**src/hw/rtl/ccip_div.sv**
```systemverilog
`default_nettype none
// Pipelined restoring divider, one quotient bit per stage.
// Needs num_i < den_i * 2**Q_W; den_i must be non-zero.
module ccip_div #(
   parameter int DEN_W = 16,
   parameter int Q_W   = 6,
   parameter int TAG_W = 1
) (
   input  wire logic                   clock,
   input  wire logic                   reset,
   input  wire logic                   valid_i,
   input  wire logic [DEN_W+Q_W-1:0]   num_i,
   input  wire logic [DEN_W-1:0]       den_i,
   input  wire logic [TAG_W-1:0]       tag_i,
   output      logic                   valid_o,
   output      logic [Q_W-1:0]         quo_o,
   output      logic [DEN_W-1:0]       rem_o,
   output      logic [TAG_W-1:0]       tag_o
);

   localparam int NUM_W = DEN_W + Q_W;

   logic             v_ff [Q_W];
   logic [NUM_W-1:0] r_ff [Q_W];
   logic [Q_W-1:0]   q_ff [Q_W];
   logic [DEN_W-1:0] d_ff [Q_W];
   logic [TAG_W-1:0] t_ff [Q_W];

   for (genvar g = 0; g < Q_W; g++) begin : g_stage
      localparam int B = Q_W - 1 - g;
      logic             v_prev;
      logic [NUM_W-1:0] r_prev;
      logic [Q_W-1:0]   q_prev;
      logic [DEN_W-1:0] d_prev;
      logic [TAG_W-1:0] t_prev;
      logic [NUM_W-1:0] trial;
      logic             ge;
      logic [NUM_W-1:0] r_in;
      logic [Q_W-1:0]   q_in;

      if (g == 0) begin : g_head
         assign v_prev = valid_i;
         assign r_prev = num_i;
         assign q_prev = '0;
         assign d_prev = den_i;
         assign t_prev = tag_i;
      end else begin : g_body
         assign v_prev = v_ff[g-1];
         assign r_prev = r_ff[g-1];
         assign q_prev = q_ff[g-1];
         assign d_prev = d_ff[g-1];
         assign t_prev = t_ff[g-1];
      end

      always_comb begin
         trial = NUM_W'(d_prev) << B;
         ge    = (r_prev >= trial);
         r_in  = ge ? (r_prev - trial) : r_prev;
         q_in  = q_prev;
         q_in[B] = ge;
      end

      always_ff @(posedge clock) begin
         if (reset) begin
            v_ff[g] <= 1'b0;
         end else begin
            v_ff[g] <= v_prev;
         end
      end

      always_ff @(posedge clock) begin
         r_ff[g] <= r_in;
         q_ff[g] <= q_in;
         d_ff[g] <= d_prev;
         t_ff[g] <= t_prev;
      end
   end

   assign valid_o = v_ff[Q_W-1];
   assign quo_o   = q_ff[Q_W-1];
   assign rem_o   = r_ff[Q_W-1][DEN_W-1:0];
   assign tag_o   = t_ff[Q_W-1];

endmodule
`default_nettype wire

```
**config.mk**
```make
export PLATFORM = sky130hd
export DESIGN_NAME = ccip_div
export DESIGN_NICKNAME = d
export VERILOG_FILES = /design/src/hw/rtl/ccip_div.sv
export SDC_FILE = /design/constraint.sdc
export NUM_CORES = 1
export LEC_CHECK = 0
export BUFFER_PORTS_ARGS = -buffer_cell sky130_fd_sc_hd__buf_4
export CORE_ASPECT_RATIO = 0.5
export CORE_MARGIN = 5
export CORE_UTILIZATION = 25
export CTS_BUF_LIST = sky130_fd_sc_hd__clkbuf_16
export CTS_CLUSTER_DIAMETER = 120
export CTS_CLUSTER_SIZE = 40
export DETAILED_ROUTE_END_ITERATION = 10
export PLACE_DENSITY_LB_ADDON = 0.05
export REMOVE_ABC_BUFFERS = 1
export SYNTH_ARGS = -nofsm -noshare
export SYNTH_HDL_FRONTEND = slang
export SYNTH_SLANG_ARGS = --single-unit
export TNS_END_PERCENT = 30
```
**constraint.sdc**
```tcl
create_clock -name clock -period 3.5 [get_ports clock]
set_input_delay 0.7 -clock clock [delete_from_list [all_inputs] [get_ports clock]]
set_output_delay 0.7 -clock clock [all_outputs]
set_load 0.01 [all_outputs]
```
==> summary.txt, run 1 <==
Outcome
  – Status: complete, no violations

Power
  – LEAKAGE: 5.60 nW
  – Total Power: around 10 mW
  – Power per cell area: 801 nW/um^2
  – VDD IR-drop max: 0.344 mV

Clock network
  – Clk_lat worst skew: 0.51 ns
  – H-tree depth: 1
  – Cts repair resizes: 0
  – CTS tree: built
  – Root Driver: clkbuf_16
  – Clock Pin Slew Worst Setup and Hold Paths: 0.16 ns
  – Num CTS Buffers: 9
  – # clock sinks: roughly 240
  – Bufs on Longest Clock Path: 3
  – Setup Fix Bufs, Post-CTS: 0
  – Post-CTS Hold Fix Bufs: 0

Timing
  – Max Slew Vio Count: 0
  – Min Tclk post-route: 2.94 ns
  – Fmax: 0.340 GHz
  – Final Hold Viols: 0
  – Final setup viols: 0
  – Final worst clock skew: approximately 0.020 ns
  – RSZ-0062 raised after global routing: no
  – Relative slew slack: 0.530
  – Setup slack after layout: 0.557 ns
  – Setup TNS: 0 ns
  – Crit share post-route: 0.841
  – Least-Margin Pin Slew: between 0.7 and 0.8 ns

Cells and area
  – Final net count: 1433
  – Layout cells sized above 1: 0.0986
  – Final Cell Area: around 13000 um^2
  – Final instance count without filler cells: 1876
  – Filler cells: between 4000 and 5000
  – Antenna cells: 0
  – Synth-to-layout area growth: 13.1%

Routing
  – Vias per inst: 4.32
  – Post-route ant nets: 0
  – Final WL: 27.0 mm
  – Drt pass-1 iters: 5
  – Vias: 8105
  – Routed len/inst: 14.4 um
  – DRC Markers: 0
  – Iteration-0 DRC Markers: 264

Setup path
  – CP peak stage delay: 0.52 ns
  – Setup crit end kind: flip-flop
  – Cells along the critical path: inv_1, ha_1, inv_1, fa_1, a21oi_1, o21ai_0, a221oi_1, a211o_1, nand2_1, mux2_2
  – Reg2reg start: r_ff[4][0]$_DFF_P_
  – Startpoint types: flip-flop
  – Crit path from: r_ff[4][0]$_DFF_P_
  – Reg2Reg Depth: 10
  – Crit path DAT: 3.35 ns
  – Required time of the critical path: 3.90 ns
  – CP max-delay cell: nand2_1
  – Crit Path Category: flip-flop to flip-flop
  – Worst-path maximum fanout: 20
  – Critical Path Most Common Cell: inv_1

Hold path
  – Hold path start: den_i[8]
  – HP Class: primary input to flip-flop
  – Worst Hold Depth: 1

Yosys
  – Most area-hungry cell type in the Yosys netlist: dfxtp_1
  – Top post-synthesis cells by area: dfxtp_1 (43%), ha_1 (11%), inv_1 (4.2%)
  – Synth Flop Type: dfxtp_1
  – Seq/Total Area, Yosys: 0.427
  – Synth Cell Area: roughly 11000 um^2
  – Gate Count Post-Synth: 1221
  – Async set-reset flop share out of synthesis: 0
  – Avg Cell Area, Syn: 9.18 um^2
  – Post-synth cell types: between 70 and 80
  – Share of the synthesized area in the top cell type: 0.427
  – Post-synth EDFFs: 0
  – Synth Register Bits: 239
  – Synth Warn #: 0

Global route
  – Total Routing Usage GR: 0.110
  – Vias in the first global route: 8364
  – Initial antenna violation count: 0
  – Largest net degree at the start of global routing: 41
  – First-pass GRT wire length: roughly 45 mm
  – Gr ovfl total: 0

Placement
  – Cell area after placement: approximately 12000 um^2
  – Final Wtd Congestion: between 0.8 and 0.9
  – Port bufs: 65
  – Placed insts: 1866
  – Place WS: between 0.2 and 0.3 ns
  – Detailed Place HPWL: 21.9 mm

Job
  – Max-cap violations: 0

Die
  – Die area: roughly 49000 um^2
  – Starting Density: 0.255
  – # IOs: 66
  – # rows: 54
  – Die Wd: 310 um
  – Chip height: 160 um
  – Core Box Area: 44000 um^2
==> metal layers <==
metal  vias to the layer above  routed length [um]  global-route usage
met5                         -                   0                   0
met4                         0                 433              0.0217
met3                        21                 783              0.0172
met2                        84               11300               0.169
met1                      3643               14500               0.163
li1                       4357                   -                   -
==> synthesized netlist by cell type (3+ instances only) <==
cell      count
or4_1         3
nand3_1      24
fa_1          6
xor2_1       38
a21o_1       32
nand2_1     116
xnor2_1      39
a31oi_1       7
o21bai_1      9
nor2_1       58
or2_2         4
nand2b_1     13
a211oi_1     19
o31ai_1      12
and2_1        3
ha_1         96
and3_1       10
clkbuf_1     10
a21oi_1      84
o21a_1       18
dfxtp_1     239
a21boi_0      4
nor4_1        9
inv_1       124
nand4b_1      3
nand3b_1      3
nand4_1       7
nor3_1       22
nor2b_1      22
a31o_2        3
buf_2         7
o31a_1        3
a211o_1       4
or3_1         6
o41ai_1       4
o211ai_1      5
mux2_2       22
o21ai_0      90
==> report_power, final <==
| part | switching, mW | internal [mW] | total, mW |
|---|---|---|---|
| registers | 0.462 | 3.49 | 3.95 |
| clock network | 0.850 | 0.472 | 1.32 |
| logic | 2.64 | 2.25 | 4.88 |
| total | 3.95 | 6.21 | 10.2 |
==> flip-flops by register name, summed over array words and instances (netlist names) <==
signal,flops
v_ff,6
r_ff,126
d_ff,80
t_ff,6
q_ff,21
==> cell usage in the layout (no fill, tap or decap), drive strengths merged, types with 13 or more instances in the layout <==
master and count:
mux2 23, inv 126, a211oi 19, o21ai 90
xor2 38, a21oi 85, nand2 116, buf 77
o21a 18, dfxtp 239, o31ai 13, a21o 32
nor3 23, xnor2 39, nor2b 22, ha 96
nand3 24, nand2b 13, nor2 58
==> worst paths after layout <==
path	to	slack, ns
worst max-delay path	r_ff[5][13]$_DFF_P_	0.56
worst min-delay path	d_ff[0][8]$_DFF_P_	0.29
worst max register to register	r_ff[5][13]$_DFF_P_	0.56
worst min register to register	q_ff[3][5]$_DFF_P_	0.34
==> final cells by class <==
type	count	area, um^2	share of cell area
Timing Repair Buffer	77	591	0.0465
Clock buffer	9	225	0.0178
Tap cell	588	736	0.0580
Clock inverter	1	3.75	0.000296
Inverter	125	469	0.0370
Sequential cell	239	4780	0.377
Multi-Input combinational cell	837	5880	0.463
==> critical path, delay by kind of cell (launching register included) <==
| family | cells | cell delay, ns |
|---|---|---|
| DFF | 1 | 0.37 |
| and+or+nand+nor | 1 | 0.52 |
| AOI/OAI and AO/OA | 4 | 1.03 |
| adders and majority gates | 2 | 0.40 |
| muxes | 1 | 0.42 |
| buffers and inverters | 2 | 0.12 |
==> metrics by stage <==
stage	utilization	hold slack (ns)
finish	0.288	0.286
global route	0.288	0.244
detailed placement	0.283	0.312
floorplan	-	0.310
global placement	0.283	0.310
CTS	0.288	0.258
==> kinds of logic after synthesis <==
| group | after synthesis | synth area share |
|---|---|---|
| buf+inv | 145 | 0.0501 |
| xor+xnor | 77 | 0.0601 |
| compound gates | 320 | 0.185 |
| mux | 23 | 0.0234 |
| fa+ha+maj | 102 | 0.118 |
| flops | 239 | 0.427 |
| simple gates | 315 | 0.137 |
(Power assumes the default switching activity.)
==> inputs of run 2 (changes only) <==
==> constraint.sdc (replaced) <==
create_clock -name clock -period 2.4 [get_ports clock]
set_input_delay 0.48 -clock clock [delete_from_list [all_inputs] [get_ports clock]]
set_output_delay 0.48 -clock clock [all_outputs]
set_load 0.01 [all_outputs]
==> summary.txt, run 2 (same netlist as run 1, synthesis figures left out) <==
Outcome
  – Status: complete, but fails checks (was complete, no violations)
  – Violated checks: setup timing

Timing
  – Final worst clock skew: 0.0176 ns (was 0.0197 ns)
  – Final Hold Viols: 0 (unchanged)
  – Max Slew Vio Count: 0 (unchanged)
  – Final setup viols: 17 (was 0)
  – Fmax: 0.401 GHz (was 0.340 GHz)
  – RSZ-0062 raised after global routing: yes (was no)
  – Least-Margin Pin Slew: 0.441 ns (was 0.703 ns)
  – Setup slack after layout: -0.0952 ns (was 0.557 ns)
  – Min Tclk post-route: 2.50 ns (was 2.94 ns)
  – Crit share post-route: 1.04 (was 0.841)
  – Relative slew slack: 0.698 (was 0.530)

Cells and area
  – Most frequent cells in the layout: buf_4 (297), dfxtp_1 (217), inv_1 (116), nand2_1 (101), ha_1 (86) (was dfxtp_1 (239), inv_1 (125), nand2_1 (116), ha_1 (96), o21ai_0 (90))
  – Layout Utilization: 0.348 (was 0.288)
  – Final instance count without filler cells: 2116 (was 1876)
  – Antenna cells: 0 (unchanged)
  – Most common cell after layout, fill and taps aside: buf_4 (was dfxtp_1)
  – Filler cells: 4514 (was 4681)
  – Multi-input logic area: 6490 um^2 (was 5880 um^2)
  – Largest register FFs: 126 (unchanged)
  – Final net count: 1673 (was 1433)
  – Top flop regs: r_ff x126, d_ff x80, q_ff x21 (unchanged)
  – Layout cells sized above 1: 0.318 (was 0.0986)
  – Most flop-heavy register: r_ff (unchanged)
  – Reg area: 4810 um^2 (was 4780 um^2)
  – Synth-to-layout area growth: 36.3% (was 13.1%)

Global route
  – Total Routing Usage GR: 0.116 (was 0.110)
  – Vias in the first global route: 9314 (was 8364)
  – Initial antenna violation count: 0 (unchanged)
  – Largest net degree at the start of global routing: 41 (unchanged)
  – Gr ovfl total: 0 (unchanged)
  – First-pass GRT wire length: 47.4 mm (was 44.9 mm)

Setup path
  – Setup crit end kind: flip-flop (unchanged)
  – Cells along the critical path: inv_2, ha_4, inv_2, fa_2, a211oi_2, o21ai_2, nor2b_2, o311a_1, nor3_2, buf_4, buf_8, nor3_4, xor2_1 (was inv_1, ha_1, inv_1, fa_1, a21oi_1, o21ai_0, a221oi_1, a211o_1, nand2_1, mux2_2)
  – Critical Path Most Common Cell: inv_2 (was inv_1)
  – Required time of the critical path: 2.79 ns (was 3.90 ns)
  – CP max-delay cell: dfxtp_2 (was nand2_1)
  – Crit path DAT: 2.89 ns (was 3.35 ns)
  – Delay-heaviest family, CP: compound AO/OA/AOI/OAI gates (unchanged)
  – Worst-path maximum fanout: 6 (was 20)
  – Startpoint types: flip-flop (unchanged)
  – Crit Path Category: flip-flop to flip-flop (unchanged)
  – CP peak stage delay: 0.35 ns (was 0.52 ns)
  – Critical path buffer and inverter count: 4 (was 2)

Power
  – LEAKAGE: 7.01 nW (was 5.60 nW)
  – Power per cell area: 1120 nW/um^2 (was 801 nW/um^2)
  – VDD IR-drop max: 0.488 mV (was 0.344 mV)

Placement
  – Port bufs: 65 (unchanged)
  – Placed insts: 2089 (was 1866)
  – Final Wtd Congestion: 0.855 (was 0.832)
  – Detailed Place HPWL: 23.5 mm (was 21.9 mm)
  – Place WS: -0.619 ns (was 0.288 ns)

Clock network
  – Num CTS Buffers: 9 (unchanged)
  – CTS tree: built (unchanged)
  – Clock Pin Slew Worst Setup and Hold Paths: 0.15 ns (was 0.16 ns)
  – Bufs on Longest Clock Path: 3 (unchanged)
  – Clk_lat worst skew: 0.50 ns (was 0.51 ns)
  – Post-CTS Hold Fix Bufs: 0 (unchanged)
  – Root Driver: clkbuf_16 (unchanged)
  – H-tree depth: 1 (unchanged)
  – # clock sinks: 239 (unchanged)

Routing
  – Vias per inst: 4.26 (was 4.32)
  – Iteration-0 DRC Markers: 243 (was 264)
  – Post-route ant nets: 0 (unchanged)
  – Vias: 9022 (was 8105)
  – Drt pass-1 iters: 4 (was 5)
  – Routed len/inst: 13.7 um (was 14.4 um)
  – DRC Markers: 0 (unchanged)
  – Final WL: 29.0 mm (was 27.0 mm)

Die
  – # IOs: 66 (unchanged)
  – # rows: 54 (unchanged)
  – Core Box Area: 44000 um^2 (unchanged)
  – Chip height: 160 um (unchanged)
  – Starting Density: 0.255 (unchanged)
  – Die Wd: 310 um (unchanged)
  – Die area: 49500 um^2 (unchanged)

Hold path
  – HP Class: primary input to flip-flop (unchanged)

Job
  – Max-cap violations: 0 (unchanged)
## run 2: final cells by class
cell class / instances / area share
Timing Repair Buffer: 317 / 0.167
Sequential cell: 239 / 0.315
Clock inverter: 1 / 0.000245
Multi-Input combinational cell: 837 / 0.425
Clock buffer: 9 / 0.0147
Tap cell: 588 / 0.0481
Inverter: 125 / 0.0308
## run 2: routing by layer
metal,track usage,vias to the layer above,share of wire
met3,0.0176,27,0.028
met1,0.167,4054,0.52
met4,0.0247,0,0.016
met5,0,-,0
met2,0.183,92,0.44
li1,-,4849,-
## run 2: final timing paths
kind / startpoint / end / slack [ns] / cells past startpoint
worst max-delay path: r_ff[0][4]$_DFF_P_ / r_ff[1][21]$_DFF_P_ / -0.1 / 13
worst min-delay path: tag_i / t_ff[0]$_DFF_P_ / 0.08 / 1
worst max register to register: r_ff[0][4]$_DFF_P_ / r_ff[1][21]$_DFF_P_ / -0.1 / 13
worst min register to register: q_ff[3][3]$_DFF_P_ / q_ff[4][3]$_DFF_P_ / 0.34 / 0
## run 2: through the flow
stage / power [mW] / area (um^2) / hold WS (ns) / TNS, ns
floorplan: 11.0 / 11100 / 0.310 / -40.54
global placement: 14.4 / 14200 / 0.310 / -13.59
detailed placement: 14.4 / 14200 / 0.312 / -16.56
CTS: 16.6 / 14700 / 0.0417 / -2.02
global route: 18.7 / 15300 / 0.0385 / -5.41
finish: 17.2 / 15300 / 0.0770 / -0.583
## run 2: worst reg2reg max path: stages (launching register included)
cell,delay (ns)
dfxtp_2,0.35
inv_2,0.06
ha_4,0.13
inv_2,0.04
fa_2,0.34
a211oi_2,0.21
o21ai_2,0.10
nor2b_2,0.16
o311a_1,0.30
nor3_2,0.23
buf_4,0.19
buf_8,0.13
nor3_4,0.04
xor2_1,0.14
## run 2: report_power, final
part | switching [mW] | internal [mW] | total (mW)
logic | 4.54 | 4.93 | 9.47
registers | 0.721 | 5.09 | 5.81
clock network | 1.21 | 0.688 | 1.90
total | 6.47 | 10.7 | 17.2
## run 2: what timing repair did
action                                 4_1_cts  5_1_grt
cloned                                       1        3
resized for setup                           68      132
buffers inserted                             3       11
setup endpoints to repair                   94       92
endpoints found under the hold margin        0        0
pin swaps                                   21       39
==> inputs of run 3 (changes only) <==
--- a/config.mk
+++ b/config.mk
@@ -8,13 +8,14 @@
 export BUFFER_PORTS_ARGS = -buffer_cell sky130_fd_sc_hd__buf_4
 export CORE_ASPECT_RATIO = 0.5
 export CORE_MARGIN = 5
-export CORE_UTILIZATION = 25
+export CORE_UTILIZATION = 50
 export CTS_BUF_LIST = sky130_fd_sc_hd__clkbuf_16
 export CTS_CLUSTER_DIAMETER = 120
 export CTS_CLUSTER_SIZE = 40
 export DETAILED_ROUTE_END_ITERATION = 10
 export PLACE_DENSITY_LB_ADDON = 0.05
 export REMOVE_ABC_BUFFERS = 1
+export SLEW_MARGIN = 20
 export SYNTH_ARGS = -nofsm -noshare
 export SYNTH_HDL_FRONTEND = slang
 export SYNTH_SLANG_ARGS = --single-unit
==> summary.txt, run 3 (same netlist as run 1, synthesis figures left out) <==
Clock network
  – Bufs on Longest Clock Path: 3 (unchanged)
  – H-tree depth: 1 (unchanged)
  – Clock Pin Slew Worst Setup and Hold Paths: 0.13 ns (was 0.15 ns)
  – Clk_lat worst skew: 0.47 ns (was 0.50 ns)
  – # clock sinks: 239 (unchanged)
  – Root Driver: clkbuf_16 (unchanged)
  – Num CTS Buffers: 9 (unchanged)
  – CTS tree: built (unchanged)

Die
  – Core Box Area: 21900 um^2 (was 44000 um^2)
  – Chip height: 116 um (was 160 um)
  – # rows: 38 (was 54)
  – Starting Density: 0.513 (was 0.255)
  – # IOs: 66 (unchanged)
  – Die Wd: 222 um (was 310 um)
  – Die area: 25700 um^2 (was 49500 um^2)

Placement
  – Port bufs: 65 (unchanged)
  – Final Wtd Congestion: 0.885 (was 0.855)
  – Detailed Place HPWL: 19.8 mm (was 23.5 mm)
  – Cell area after placement: 13500 um^2 (was 14200 um^2)
  – Place WS: -0.519 ns (was -0.619 ns)

Timing
  – Least-Margin Pin Slew: 0.510 ns (was 0.441 ns)
  – Final Hold Viols: 0 (unchanged)
  – Setup slack after layout: -0.0418 ns (was -0.0952 ns)
  – Final setup viols: 16 (was 17)
  – Fmax: 0.410 GHz (was 0.401 GHz)
  – Max Slew Vio Count: 0 (unchanged)
  – Final worst clock skew: 0.0136 ns (was 0.0176 ns)
  – RSZ-0062 raised after global routing: yes (unchanged)
  – Crit share post-route: 1.02 (was 1.04)
  – Min Tclk post-route: 2.44 ns (was 2.50 ns)
  – Relative slew slack: 0.658 (was 0.698)

Setup path
  – Reg2Reg Depth: 8 (was 13)
  – Setup crit end kind: flip-flop (unchanged)
  – Crit path DAT: 2.79 ns (was 2.89 ns)
  – Worst-path maximum fanout: 28 (was 6)
  – Critical Path Sink: r_ff[4][16]$_DFF_P_ (was r_ff[1][21]$_DFF_P_)
  – Crit Path Category: flip-flop to flip-flop (unchanged)
  – Reg2reg setup slack: -0.04 ns (was -0.1 ns)
  – Crit path from: d_ff[3][3]$_DFF_P_ (was r_ff[0][4]$_DFF_P_)
  – Reg2reg start: d_ff[3][3]$_DFF_P_ (was r_ff[0][4]$_DFF_P_)
  – Startpoint types: flip-flop (unchanged)
  – R2r endpoint: r_ff[4][16]$_DFF_P_ (was r_ff[1][21]$_DFF_P_)
  – Required time of the critical path: 2.75 ns (was 2.79 ns)

Power
  – Power per cell area: 1150 nW/um^2 (was 1120 nW/um^2)
  – LEAKAGE: 6.82 nW (was 7.01 nW)
  – VDD IR-drop max: 0.539 mV (was 0.488 mV)

Routing
  – Routed len/inst: 14.4 um (was 13.7 um)
  – Drt pass-1 iters: 5 (was 4)
  – Post-route ant nets: 0 (unchanged)
  – Vias per inst: 5.11 (was 4.26)
  – Iteration-0 DRC Markers: 662 (was 243)
  – Vias: 9160 (was 9022)
  – DRC Markers: 0 (unchanged)
  – Final WL: 25.8 mm (was 29.0 mm)

Cells and area
  – Largest register FFs: 126 (unchanged)
  – Filler cells: 1759 (was 4514)
  – Final Cell Area: 14700 um^2 (was 15300 um^2)
  – Synth-to-layout area growth: 30.8% (was 36.3%)
  – Reg area: 4810 um^2 (about the same)
  – Top flop regs: r_ff x126, d_ff x80, q_ff x21 (unchanged)
  – Antenna cells: 0 (unchanged)
  – Most common cell after layout, fill and taps aside: buf_4 (unchanged)
  – Most flop-heavy register: r_ff (unchanged)
  – Final net count: 1639 (was 1673)
  – Most frequent cells in the layout: buf_4 (262), dfxtp_1 (219), inv_1 (116), nand2_1 (110), ha_1 (81) (was buf_4 (297), dfxtp_1 (217), inv_1 (116), nand2_1 (101), ha_1 (86))
  – Layout cells sized above 1: 0.300 (was 0.318)
  – Multi-input logic area: 6480 um^2 (was 6490 um^2)

Global route
  – Initial antenna violation count: 0 (unchanged)
  – Largest net degree at the start of global routing: 41 (unchanged)
  – Total Routing Usage GR: 0.194 (was 0.116)
  – Gr ovfl total: 0 (unchanged)
  – First-pass GRT wire length: 42.4 mm (was 47.4 mm)
  – Vias in the first global route: 9101 (was 9314)

Hold path
  – HP Class: primary input to flip-flop (unchanged)
  – Hold path start: tag_i (unchanged)

Outcome
  – Status: complete, but fails checks (unchanged)
  – Violated checks: setup timing (unchanged)

Job
  – Max-cap violations: 0 (unchanged)
## run 3: worst min path at each step
stage / end / slack (ns) / depth (start not counted)
4_1_cts: t_ff[0]$_DFF_P_ / 0.09 / 1
6_report: t_ff[0]$_DFF_P_ / 0.10 / 1
3_3_place_gp: q_ff[2][5]$_DFF_P_ / 0.31 / 0
2_1_floorplan: q_ff[1][5]$_DFF_P_ / 0.31 / 0
5_1_grt: t_ff[0]$_DFF_P_ / 0.08 / 1
3_5_place_dp: q_ff[5][1]$_DFF_P_ / 0.31 / 0
## run 3: critical path, cell delays in order, from the launching register on
cell,delay [ns]
dfxtp_1,0.38
inv_1,0.05
ha_2,0.39
nand2_1,0.12
o211ai_1,0.29
a31o_2,0.30
a31oi_4,0.15
buf_12,0.19
o41ai_1,0.44
## run 3: area by class of cell
cell class,instances,area share
Sequential cell,239,0.328
Multi-Input combinational cell,837,0.442
Inverter,125,0.0320
Clock inverter,1,0.000256
Timing Repair Buffer,283,0.157
Tap cell,300,0.0256
Clock buffer,9,0.0154
## run 3: stage by stage
| stage | util | TNS [ns] | cells | power (mW) | hold slack [ns] |
|---|---|---|---|---|---|
| 3_3_place_gp | 0.618 | -7.59 | 1763 | 13.7 | 0.310 |
| 2_1_floorplan | - | -40.54 | 1201 | 11.0 | 0.310 |
| 4_1_cts | 0.649 | -1.94 | 1785 | 16.1 | 0.0950 |
| 3_5_place_dp | 0.618 | -11.34 | 1763 | 13.8 | 0.312 |
| 5_1_grt | 0.671 | -4.29 | 1794 | 18.1 | 0.0782 |
| 6_report | 0.671 | -0.252 | 1794 | 16.9 | 0.105 |
## run 3: repair_timing
| action | in CTS | in global routing |
|---|---|---|
| endpoints found under the setup margin | 76 | 95 |
| hold buffers | 0 | 0 |
| gates cloned | 4 | 1 |
| pin swaps | 16 | 27 |
| setup buffers | 9 | 8 |
| gates resized for setup | 80 | 99 |
| hold endpoints to repair | 0 | 0 |
## run 3: layer usage
layer,part of all wire,vias up,track usage
met4,0.020,0,0.0427
met5,0,-,0
met2,0.45,198,0.337
met1,0.49,4140,0.266
li1,-,4787,-
met3,0.034,35,0.0220
## run 3: report_power, final
group          internal, mW  switching (mW)  total (mW)  leakage [nW]
Combinational          4.82            4.51        9.33          4.69
Clock                 0.687            1.07        1.76         0.116
Sequential             5.09           0.705        5.79          2.01
Total                  10.6            6.29        16.9          6.82
